## src/tbte_pkg.sv

```systemverilog
package tbte_pkg;

    localparam int NUM_TIMERS = 16;
    // slot fields are four bits wide, so at most sixteen slots are used
    localparam int BANK_SLOTS = (NUM_TIMERS < 16) ? NUM_TIMERS : 16;

    localparam int REQ_W   = 2;
    localparam int DELTA_W = 20;
    localparam int TIME_W  = 32;
    localparam int SLOT_W  = 4;
    localparam int KIND_W  = 2;

    localparam logic [REQ_W-1:0] REQ_TICK  = 2'd0;
    localparam logic [REQ_W-1:0] REQ_START = 2'd1;
    localparam logic [REQ_W-1:0] REQ_CLEAR = 2'd2;

    localparam logic [KIND_W-1:0] EV_FIRE      = 2'd0;
    localparam logic [KIND_W-1:0] EV_TICK_DONE = 2'd1;
    localparam logic [KIND_W-1:0] EV_START     = 2'd2;
    localparam logic [KIND_W-1:0] EV_CLEAR     = 2'd3;

    typedef struct packed {
        logic [REQ_W-1:0]   req_type;
        logic [DELTA_W-1:0] delta_us;
        logic [TIME_W-1:0]  period_us;
        logic               periodic;
        logic [SLOT_W-1:0]  slot_sel;
    } req_t;

    typedef struct packed {
        logic               valid;
        logic [KIND_W-1:0]  kind;
        logic [SLOT_W-1:0]  slot;
        logic               status;
        logic               last;
    } emit_t;

endpackage

```

## src/tbte_if.sv

```systemverilog
interface tbte_req_if
    import tbte_pkg::*;
();
    logic               valid;
    logic               ready;
    logic [REQ_W-1:0]   req_type;
    logic [DELTA_W-1:0] delta_us;
    logic [TIME_W-1:0]  period_us;
    logic               periodic;
    logic [SLOT_W-1:0]  slot_sel;

    modport source (output valid, req_type, delta_us, period_us, periodic, slot_sel,
                    input ready);
    modport sink (input valid, req_type, delta_us, period_us, periodic, slot_sel,
                  output ready);
endinterface

interface tbte_evt_if
    import tbte_pkg::*;
();
    logic              valid;
    logic              ready;
    logic [KIND_W-1:0] event_kind;
    logic [SLOT_W-1:0] slot_id;
    logic              status;
    logic              last;

    modport source (output valid, event_kind, slot_id, status, last, input ready);
    modport sink (input valid, event_kind, slot_id, status, last, output ready);
endinterface

```

## src/timer_bank_tick_engine.sv

```systemverilog
// channel  dir  payload                                        transfer
// req      in   req_type delta_us period_us periodic slot_sel  valid && ready
// evt      out  event_kind slot_id status last                 valid && ready
//
// a tick takes the request, then passes each slot in turn through the
// shared saturating adder and compare, then gives the tick-done result
// start and clear each give one result; a request of code 3 gives nothing
// req.ready is high only between requests; results wait in a one-entry output
// register, and a full register holds the scan on the slot that fires
// rst_n clears live and expired marks; slot durations and counts need no reset
module timer_bank_tick_engine
    import tbte_pkg::*;
(
    input  logic          clk,
    input  logic          rst_n,
    tbte_req_if.sink      req,
    tbte_evt_if.source    evt
);

    req_t              in_req;
    emit_t             emit;
    logic              can_emit;
    logic              out_valid_reg;
    logic [KIND_W-1:0] kind_reg;
    logic [SLOT_W-1:0] slot_reg;
    logic              status_reg;
    logic              last_reg;

    assign in_req.req_type  = req.req_type;
    assign in_req.delta_us  = req.delta_us;
    assign in_req.period_us = req.period_us;
    assign in_req.periodic  = req.periodic;
    assign in_req.slot_sel  = req.slot_sel;

    assign can_emit = !out_valid_reg || evt.ready;

    tbte_ctrl u_ctrl (
        .clk      (clk),
        .rst_n    (rst_n),
        .in_valid (req.valid),
        .in_ready (req.ready),
        .in_req   (in_req),
        .can_emit (can_emit),
        .emit     (emit)
    );

    always_ff @(posedge clk or negedge rst_n)
    begin
        if (!rst_n)
            out_valid_reg <= 1'b0;
        else if (emit.valid)
            out_valid_reg <= 1'b1;
        else if (evt.ready)
            out_valid_reg <= 1'b0;
    end

    always_ff @(posedge clk)
    begin
        if (emit.valid)
        begin
            kind_reg   <= emit.kind;
            slot_reg   <= emit.slot;
            status_reg <= emit.status;
            last_reg   <= emit.last;
        end
    end

    assign evt.valid      = out_valid_reg;
    assign evt.event_kind = kind_reg;
    assign evt.slot_id    = slot_reg;
    assign evt.status     = status_reg;
    assign evt.last       = last_reg;

endmodule

```

## src/tbte_tick_alu.sv

```systemverilog
module tbte_tick_alu
    import tbte_pkg::*;
(
    input  logic [TIME_W-1:0]  count,
    input  logic [DELTA_W-1:0] delta,
    input  logic [TIME_W-1:0]  period,
    output logic [TIME_W-1:0]  sum,
    output logic               reached
);

    logic [TIME_W:0] wide_sum;

    assign wide_sum = {1'b0, count} + (TIME_W+1)'(delta);
    // saturate at all ones on carry out
    assign sum      = wide_sum[TIME_W] ? {TIME_W{1'b1}} : wide_sum[TIME_W-1:0];
    assign reached  = (sum >= period);

endmodule

```

## src/tbte_ctrl.sv

```systemverilog
module tbte_ctrl
    import tbte_pkg::*;
(
    input  logic  clk,
    input  logic  rst_n,
    input  logic  in_valid,
    output logic  in_ready,
    input  req_t  in_req,
    input  logic  can_emit,
    output emit_t emit
);

    localparam logic [2:0] ST_IDLE  = 3'd0;
    localparam logic [2:0] ST_TICK  = 3'd1;
    localparam logic [2:0] ST_TDONE = 3'd2;
    localparam logic [2:0] ST_START = 3'd3;
    localparam logic [2:0] ST_CLEAR = 3'd4;

    logic [2:0]            state_reg, state_next;
    logic [SLOT_W-1:0]     idx_reg, idx_next;
    req_t                  req_reg;
    logic [BANK_SLOTS-1:0] active_reg, active_next;
    logic [BANK_SLOTS-1:0] done_reg, done_next;

    logic                  repeat_mem [BANK_SLOTS];
    logic [TIME_W-1:0]     period_mem [BANK_SLOTS];
    logic [TIME_W-1:0]     count_mem  [BANK_SLOTS];

    logic                  repeat_rd_reg;
    logic [TIME_W-1:0]     period_rd_reg;
    logic [TIME_W-1:0]     count_rd_reg;

    logic                  cnt_we;
    logic [SLOT_W-1:0]     cnt_wa;
    logic [TIME_W-1:0]     cnt_wd;
    logic                  new_we;

    logic [TIME_W-1:0]     sum;
    logic                  reached;
    logic                  last_idx;
    logic                  free_found;
    logic [SLOT_W-1:0]     free_idx;
    logic                  sel_ok;

    tbte_tick_alu u_alu (
        .count   (count_rd_reg),
        .delta   (req_reg.delta_us),
        .period  (period_rd_reg),
        .sum     (sum),
        .reached (reached)
    );

    assign in_ready = (state_reg == ST_IDLE);
    assign last_idx = (idx_reg == SLOT_W'(BANK_SLOTS - 1));
    assign sel_ok   = (32'(req_reg.slot_sel) < BANK_SLOTS) && active_reg[req_reg.slot_sel];

    // lowest free slot
    always_comb
    begin
        free_found = 1'b0;
        free_idx   = '0;
        for (int i = BANK_SLOTS - 1; i >= 0; i--)
        begin
            if (!active_reg[i])
            begin
                free_found = 1'b1;
                free_idx   = SLOT_W'(i);
            end
        end
    end

    always_comb
    begin
        state_next  = state_reg;
        idx_next    = idx_reg;
        active_next = active_reg;
        done_next   = done_reg;
        cnt_we      = 1'b0;
        cnt_wa      = idx_reg;
        cnt_wd      = sum;
        new_we      = 1'b0;
        emit        = '0;

        case (state_reg)
            ST_IDLE:
            begin
                idx_next = '0;
                if (in_valid)
                begin
                    case (in_req.req_type)
                        REQ_TICK:  state_next = ST_TICK;
                        REQ_START: state_next = ST_START;
                        REQ_CLEAR: state_next = ST_CLEAR;
                        default:   state_next = ST_IDLE;
                    endcase
                end
            end
            ST_TICK:
            begin
                if (!active_reg[idx_reg])
                begin
                    idx_next   = idx_reg + 1'b1;
                    state_next = last_idx ? ST_TDONE : ST_TICK;
                end
                else if (done_reg[idx_reg])
                begin
                    active_next[idx_reg] = 1'b0;
                    done_next[idx_reg]   = 1'b0;
                    idx_next             = idx_reg + 1'b1;
                    state_next           = last_idx ? ST_TDONE : ST_TICK;
                end
                else if (!reached || can_emit)
                begin
                    // a firing slot holds here until the output stage is free
                    cnt_we = 1'b1;
                    if (reached)
                    begin
                        emit.valid  = 1'b1;
                        emit.kind   = EV_FIRE;
                        emit.slot   = idx_reg;
                        if (repeat_rd_reg)
                            cnt_wd = '0;
                        else
                            done_next[idx_reg] = 1'b1;
                    end
                    idx_next   = idx_reg + 1'b1;
                    state_next = last_idx ? ST_TDONE : ST_TICK;
                end
            end
            ST_TDONE:
            begin
                if (can_emit)
                begin
                    emit.valid = 1'b1;
                    emit.kind  = EV_TICK_DONE;
                    emit.last  = 1'b1;
                    state_next = ST_IDLE;
                end
            end
            ST_START:
            begin
                if (can_emit)
                begin
                    emit.valid  = 1'b1;
                    emit.kind   = EV_START;
                    emit.last   = 1'b1;
                    emit.status = !free_found;
                    if (free_found)
                    begin
                        emit.slot             = free_idx;
                        active_next[free_idx] = 1'b1;
                        done_next[free_idx]   = 1'b0;
                        new_we                = 1'b1;
                        cnt_we                = 1'b1;
                        cnt_wa                = free_idx;
                        cnt_wd                = '0;
                    end
                    state_next = ST_IDLE;
                end
            end
            ST_CLEAR:
            begin
                if (can_emit)
                begin
                    emit.valid  = 1'b1;
                    emit.kind   = EV_CLEAR;
                    emit.last   = 1'b1;
                    emit.slot   = req_reg.slot_sel;
                    emit.status = !sel_ok;
                    if (sel_ok)
                        done_next[req_reg.slot_sel] = 1'b1;
                    state_next = ST_IDLE;
                end
            end
            default:
            begin
                state_next = ST_IDLE;
            end
        endcase
    end

    always_ff @(posedge clk or negedge rst_n)
    begin
        if (!rst_n)
        begin
            state_reg  <= ST_IDLE;
            idx_reg    <= '0;
            active_reg <= '0;
            done_reg   <= '0;
        end
        else
        begin
            state_reg  <= state_next;
            idx_reg    <= idx_next;
            active_reg <= active_next;
            done_reg   <= done_next;
        end
    end

    always_ff @(posedge clk)
    begin
        if (in_valid && in_ready)
            req_reg <= in_req;
        if (cnt_we)
            count_mem[cnt_wa] <= cnt_wd;
        if (new_we)
        begin
            period_mem[free_idx] <= req_reg.period_us;
            repeat_mem[free_idx] <= req_reg.periodic;
        end
        // fetch the slot that the scan looks at next
        count_rd_reg  <= count_mem[idx_next];
        period_rd_reg <= period_mem[idx_next];
        repeat_rd_reg <= repeat_mem[idx_next];
    end

    a_emit_when_free: assert property (@(posedge clk) disable iff (!rst_n)
        emit.valid |-> can_emit)
        else $error("result issued while output stage busy");

    a_idx_in_bank: assert property (@(posedge clk) disable iff (!rst_n)
        state_reg == ST_TICK |-> 32'(idx_reg) < BANK_SLOTS)
        else $error("tick scan index beyond bank");

    a_start_marks_active: assert property (@(posedge clk) disable iff (!rst_n)
        emit.valid && emit.kind == EV_START && !emit.status
        |=> active_reg[$past(emit.slot)] && !done_reg[$past(emit.slot)])
        else $error("allocated slot not live");

    a_fire_not_last: assert property (@(posedge clk) disable iff (!rst_n)
        emit.valid && emit.kind == EV_FIRE |-> !emit.last && !emit.status)
        else $error("fire event flagged as last or failed");

endmodule
```

## src/flat_wrapper.sv

```systemverilog
// flat-port wrapper written by rule: the top's interface ports become plain ports
module timer_bank_tick_engine_flat import tbte_pkg::*;
  (clk, rst_n, req_valid, req_req_type, req_delta_us, req_period_us, req_periodic, req_slot_sel, req_ready, evt_valid, evt_event_kind, evt_slot_id, evt_status, evt_last, evt_ready);
  tbte_req_if req_i ();
  tbte_evt_if evt_i ();
  input  logic clk;
  input  logic rst_n;
  input wire logic [$bits(req_i.valid)-1:0] req_valid;
  input wire logic [$bits(req_i.req_type)-1:0] req_req_type;
  input wire logic [$bits(req_i.delta_us)-1:0] req_delta_us;
  input wire logic [$bits(req_i.period_us)-1:0] req_period_us;
  input wire logic [$bits(req_i.periodic)-1:0] req_periodic;
  input wire logic [$bits(req_i.slot_sel)-1:0] req_slot_sel;
  output wire logic [$bits(req_i.ready)-1:0] req_ready;
  output wire logic [$bits(evt_i.valid)-1:0] evt_valid;
  output wire logic [$bits(evt_i.event_kind)-1:0] evt_event_kind;
  output wire logic [$bits(evt_i.slot_id)-1:0] evt_slot_id;
  output wire logic [$bits(evt_i.status)-1:0] evt_status;
  output wire logic [$bits(evt_i.last)-1:0] evt_last;
  input wire logic [$bits(evt_i.ready)-1:0] evt_ready;
  assign req_i.valid = req_valid;
  assign req_i.req_type = req_req_type;
  assign req_i.delta_us = req_delta_us;
  assign req_i.period_us = req_period_us;
  assign req_i.periodic = req_periodic;
  assign req_i.slot_sel = req_slot_sel;
  assign req_ready = req_i.ready;
  assign evt_valid = evt_i.valid;
  assign evt_event_kind = evt_i.event_kind;
  assign evt_slot_id = evt_i.slot_id;
  assign evt_status = evt_i.status;
  assign evt_last = evt_i.last;
  assign evt_i.ready = evt_ready;
  timer_bank_tick_engine u_core (.clk(clk), .rst_n(rst_n), .req(req_i), .evt(evt_i));
endmodule
```

## config.mk

```make
export PLATFORM = sky130hd
export DESIGN_NAME = timer_bank_tick_engine_flat
export DESIGN_NICKNAME = d
export VERILOG_FILES = /design/src/tbte_pkg.sv /design/src/tbte_if.sv /design/src/timer_bank_tick_engine.sv /design/src/tbte_tick_alu.sv /design/src/tbte_ctrl.sv /design/src/flat_wrapper.sv
export SDC_FILE = /design/constraint.sdc
export NUM_CORES = 2
export LEC_CHECK = 0
export BUFFER_PORTS_ARGS = -buffer_cell sky130_fd_sc_hd__buf_2
export CAP_MARGIN = 20
export CORE_MARGIN = 2
export CORE_UTILIZATION = 61
export CTS_CLUSTER_SIZE = 30
export DETAILED_ROUTE_END_ITERATION = 7
export PLACE_DENSITY_LB_ADDON = 0.12
export SLEW_MARGIN = 20
export SYNTH_ARGS = -nofsm -noshare
export SYNTH_HDL_FRONTEND = slang
export SYNTH_SLANG_ARGS = --single-unit
```

## constraint.sdc

```tcl
create_clock -name clk -period 7.2 [get_ports clk]
set_input_delay 1.08 -clock clk [delete_from_list [all_inputs] [get_ports clk]]
set_output_delay 1.08 -clock clk [all_outputs]
set_load 0.02 [all_outputs]
```

==> key figures <==
Pwr
  – Logic pwr share: a little over two fifths
  – Leak Pwr: roughly 20 nW
  – Power Internal: around 0.018 W
  – Sw Ratio: between 30% and 40%
  – Switching power: between 0.01 and 0.015 W
  – Max VDD drop: roughly 0.47 mV
  – Tot Pwr: around 0.029 W
  – Flop pwr share: about a third
  – Power density cells: 523 nW/um^2
  – Clock power share: around 22%

Worst setup path
  – Crit path arrival time: around 7600 ps
  – Crit start category: flip-flop
  – R2R Path Start: u_core.u_ctrl.req_reg[37]$_DFFE_PP_
  – CP most frequent cell: buf_4
  – Reg2reg setup slack: between 200 and 250 ps
  – Data required, critical path: roughly 7800 ps
  – Critical Path Max Stage Delay: between 400 and 500 ps
  – Critical path peak fanout: 93
  – Slowest CP cell: a221oi_1
  – Worst R2R Path Depth: 27
  – R2r endpoint: u_core.u_ctrl.period_rd_reg[0]$_DFF_P_
  – CP Capture Type: flip-flop
  – Critical path class: reg2reg

Routing
  – Initial drt markers: around 3900
  – Total number of vias: ~31000
  – ANT nets after route: 0
  – Post-route DRC: 0
  – Final wirelength: roughly 130000 microns
  – WL per Instance: between 20 and 30 microns
  – DR vias/cell: roughly 6.6
  – Pre-antenna DRT Iters: 7

Synth
  – Synth Area per Inst: approximately 14 sq um
  – Yosys cell types: 75
  – Top-count cell post-synth: edfxtp_1
  – Post-synthesis cell area: a little under 50000 sq um
  – #FFs+latches synth: approximately 1200
  – Top_reg_cell synth: edfxtp_1
  – Post-synth EDFFs: between 1000 and 1500
  – Post-synth ARST share: roughly 3.3%
  – Top cells by area, synth: edfxtp_1, nand2_1, mux2i_1
  – Syn nets: 3616
  – Top post-synthesis cells by count: edfxtp_1, nand2_1, nand3_1
  – Top cell type's share of synthesized area: approximately 67%
  – Area leader, netlist: edfxtp_1
  – Yosys warns: 0
  – Post-Syn Instances: between 3000 and 4000
  – Register area share after synthesis: 71.7%

Clock tree
  – CTS tree: done
  – CTS Sinks: between 1000 and 1500
  – Reg clk slew, reported paths: ~60 ps
  – H-tree depth: 3
  – CTS Buffer Depth: 3
  – Clock Tree Root: clkbuf_16
  – Total CTS buffers: roughly 120
  – Hold bufs inserted after CTS: 0
  – Worst skew pair latency: approximately 730 ps

Timing
  – Slew headroom: between 30% and 40%
  – Final Skew: ~58 ps
  – Slew @ Worst Pin: roughly 900 ps
  – Tmin final: 6980 ps
  – Final setup viols: 0
  – Max Slew Vio Count: 0
  – Final worst-path cycle share: between 90% and 100%
  – Worst hold slack: roughly 340 ps
  – RSZ-0062 raised after global routing: false
  – Final hold vios: 0
  – Fmax achieved: around 140 MHz
  – Final setup TNS: 0 ps

Place
  – Gpl congestion: between 0.9 and 1
  – Port bufs: between 70 and 80
  – Placed Instances: approximately 4500
  – Dpl hpwl: 71700 microns

Die
  – Initial core utilization: roughly three fifths
  – Die area: 83400 sq um
  – Die Y: just under 300 microns
  – Row Count: around 100
  – Chip width: ~290 microns
  – Boundary pin count: 73
  – CORE AREA: 80400 sq um

GRT
  – Initial antenna violation count: 1
  – Vias in the first global route: about 30000
  – Total track usage: a little under a third
  – Overflow after GRT: 0
  – Largest net degree at the start of global routing: 161
  – First-pass GRT wire length: around 190000 microns

Finish
  – Non-Filler Instances: 4736
  – # fillers: around 5300
  – Synthesis-to-finish area growth: 13.1%
  – Final Util: a little over two thirds
  – Share of layout cells above drive strength 1: ~14%
  – Final net count: roughly 3700
  – # diodes: 0

Run
  – Max cap viols: 0

Hold path
  – Worst hold path class: in2async

Outcome
  – Status: completed
==> per-layer routing <==
metal / wire, microns / up-vias / share of wire, % / global-route usage [%]
li1: - / 13600 / - / -
met1: 52600 / 15800 / 39 / 44.2
met2: 64400 / 1781 / 48 / 50.9
met3: 12500 / 255 / 9.4 / 4.62
met4: 3970 / 0 / 3.0 / 10.4
met5: 0 / - / 0 / 0
==> critical path: cells and delay by family (launching register included) <==
family                     cells  cell delay [ps]
AOI/OAI and AO/OA             16             3700
buffers and inverters          5             1230
adders and majority gates      3              980
and+or+nand+nor                3              430
DFF                            1              370
==> repair_timing <==
| item | in CTS | in global routing |
|---|---|---|
| cloned | 0 | 4 |
| setup endpoints to repair | 12 | 125 |
| pin swaps | 0 | 3 |
| buffers inserted | 0 | 6 |
| gates resized for setup | 1 | 23 |
==> logic make-up (layout without fill, tap and decap cells) <==
| family | count (synthesis) | after routing | synth area share, % |
|---|---|---|---|
| simple gates | 1190 | 1190 | 11.1 |
| compound gates | 560 | 561 | 8.89 |
| buf+inv | 278 | 457 | 2.50 |
| flops | 1210 | 1210 | 71.7 |
| xor+xnor | 25 | 25 | 0.443 |
| mux | 176 | 176 | 3.89 |
| fa+ha+maj | 57 | 57 | 1.46 |
==> worst max-delay path by stage <==
| stage | from | to | slack [ps] | cells after the start |
|---|---|---|---|---|
| detailed placement | u_core.u_ctrl.req_reg[37]$_DFFE_PP_ | u_core.u_ctrl.period_rd_reg[0]$_DFF_P_ | 2 | 28 |
| global route | u_core.u_ctrl.req_reg[37]$_DFFE_PP_ | u_core.u_ctrl.period_rd_reg[0]$_DFF_P_ | 40 | 27 |
| global placement | u_core.u_ctrl.req_reg[37]$_DFFE_PP_ | u_core.u_ctrl.period_rd_reg[28]$_DFF_P_ | 120 | 28 |
| CTS | u_core.u_ctrl.req_reg[37]$_DFFE_PP_ | u_core.u_ctrl.period_rd_reg[0]$_DFF_P_ | 20 | 28 |
| floorplan | u_core.u_ctrl.req_reg[37]$_DFFE_PP_ | u_core.u_ctrl.count_mem[13][0]$_DFFE_PP_ | 550 | 22 |
| finish | u_core.u_ctrl.req_reg[37]$_DFFE_PP_ | u_core.u_ctrl.period_rd_reg[0]$_DFF_P_ | 220 | 27 |
==> power by group through the flow <==
stage               Sequential [W]  Combinational, W  Clock, W
floorplan                   0.0100           0.00839         0
global placement            0.0103            0.0117         0
detailed placement          0.0104            0.0121         0
CTS                         0.0102            0.0121   0.00634
global route                0.0103            0.0136   0.00661
finish                      0.0102            0.0128   0.00630
==> through the flow <==
stage / worst slack, ps / cell area, sq um
floorplan: 550 / 49500
global placement: 122 / 51600
detailed placement: 1.73 / 51600
CTS: 18.8 / 55600
global route: 38.5 / 55900
finish: 224 / 55900
==> layout make-up <==
cell class	count	area [sq um]	area share [%]
Multi-Input combinational cell	2009	13200	23.5
Inverter	50	208	0.371
Clock buffer	150	3130	5.60
Sequential cell	1210	35500	63.4
Tap cell	1060	1330	2.37
Timing Repair Buffer	186	1760	3.14
Clock inverter	71	865	1.55
==> placed cells by master (no fill, tap or decap), drive strengths merged, types with 5 or more instances in the layout <==
master     n
nand3    225
nor3      14
mux4      13
o221a     54
inv       53
edfxtp  1105
clkbuf   153
a221oi    59
mux2i    162
o211ai    17
nor2      78
a21boi     5
buf      183
nor2b     10
a31oi    124
clkinv    50
nand2b     7
dfrtp     40
bufinv    15
o22ai     16
a32o      55
o21ai     90
a21o      13
xor2      15
ha        56
a21oi     89
xnor2     10
nand2    596
and3     116
nand4    115
or3        7
a221o      5
dfxtp     65
and2      11
Note: power is estimated with default switching activity, not from simulation.
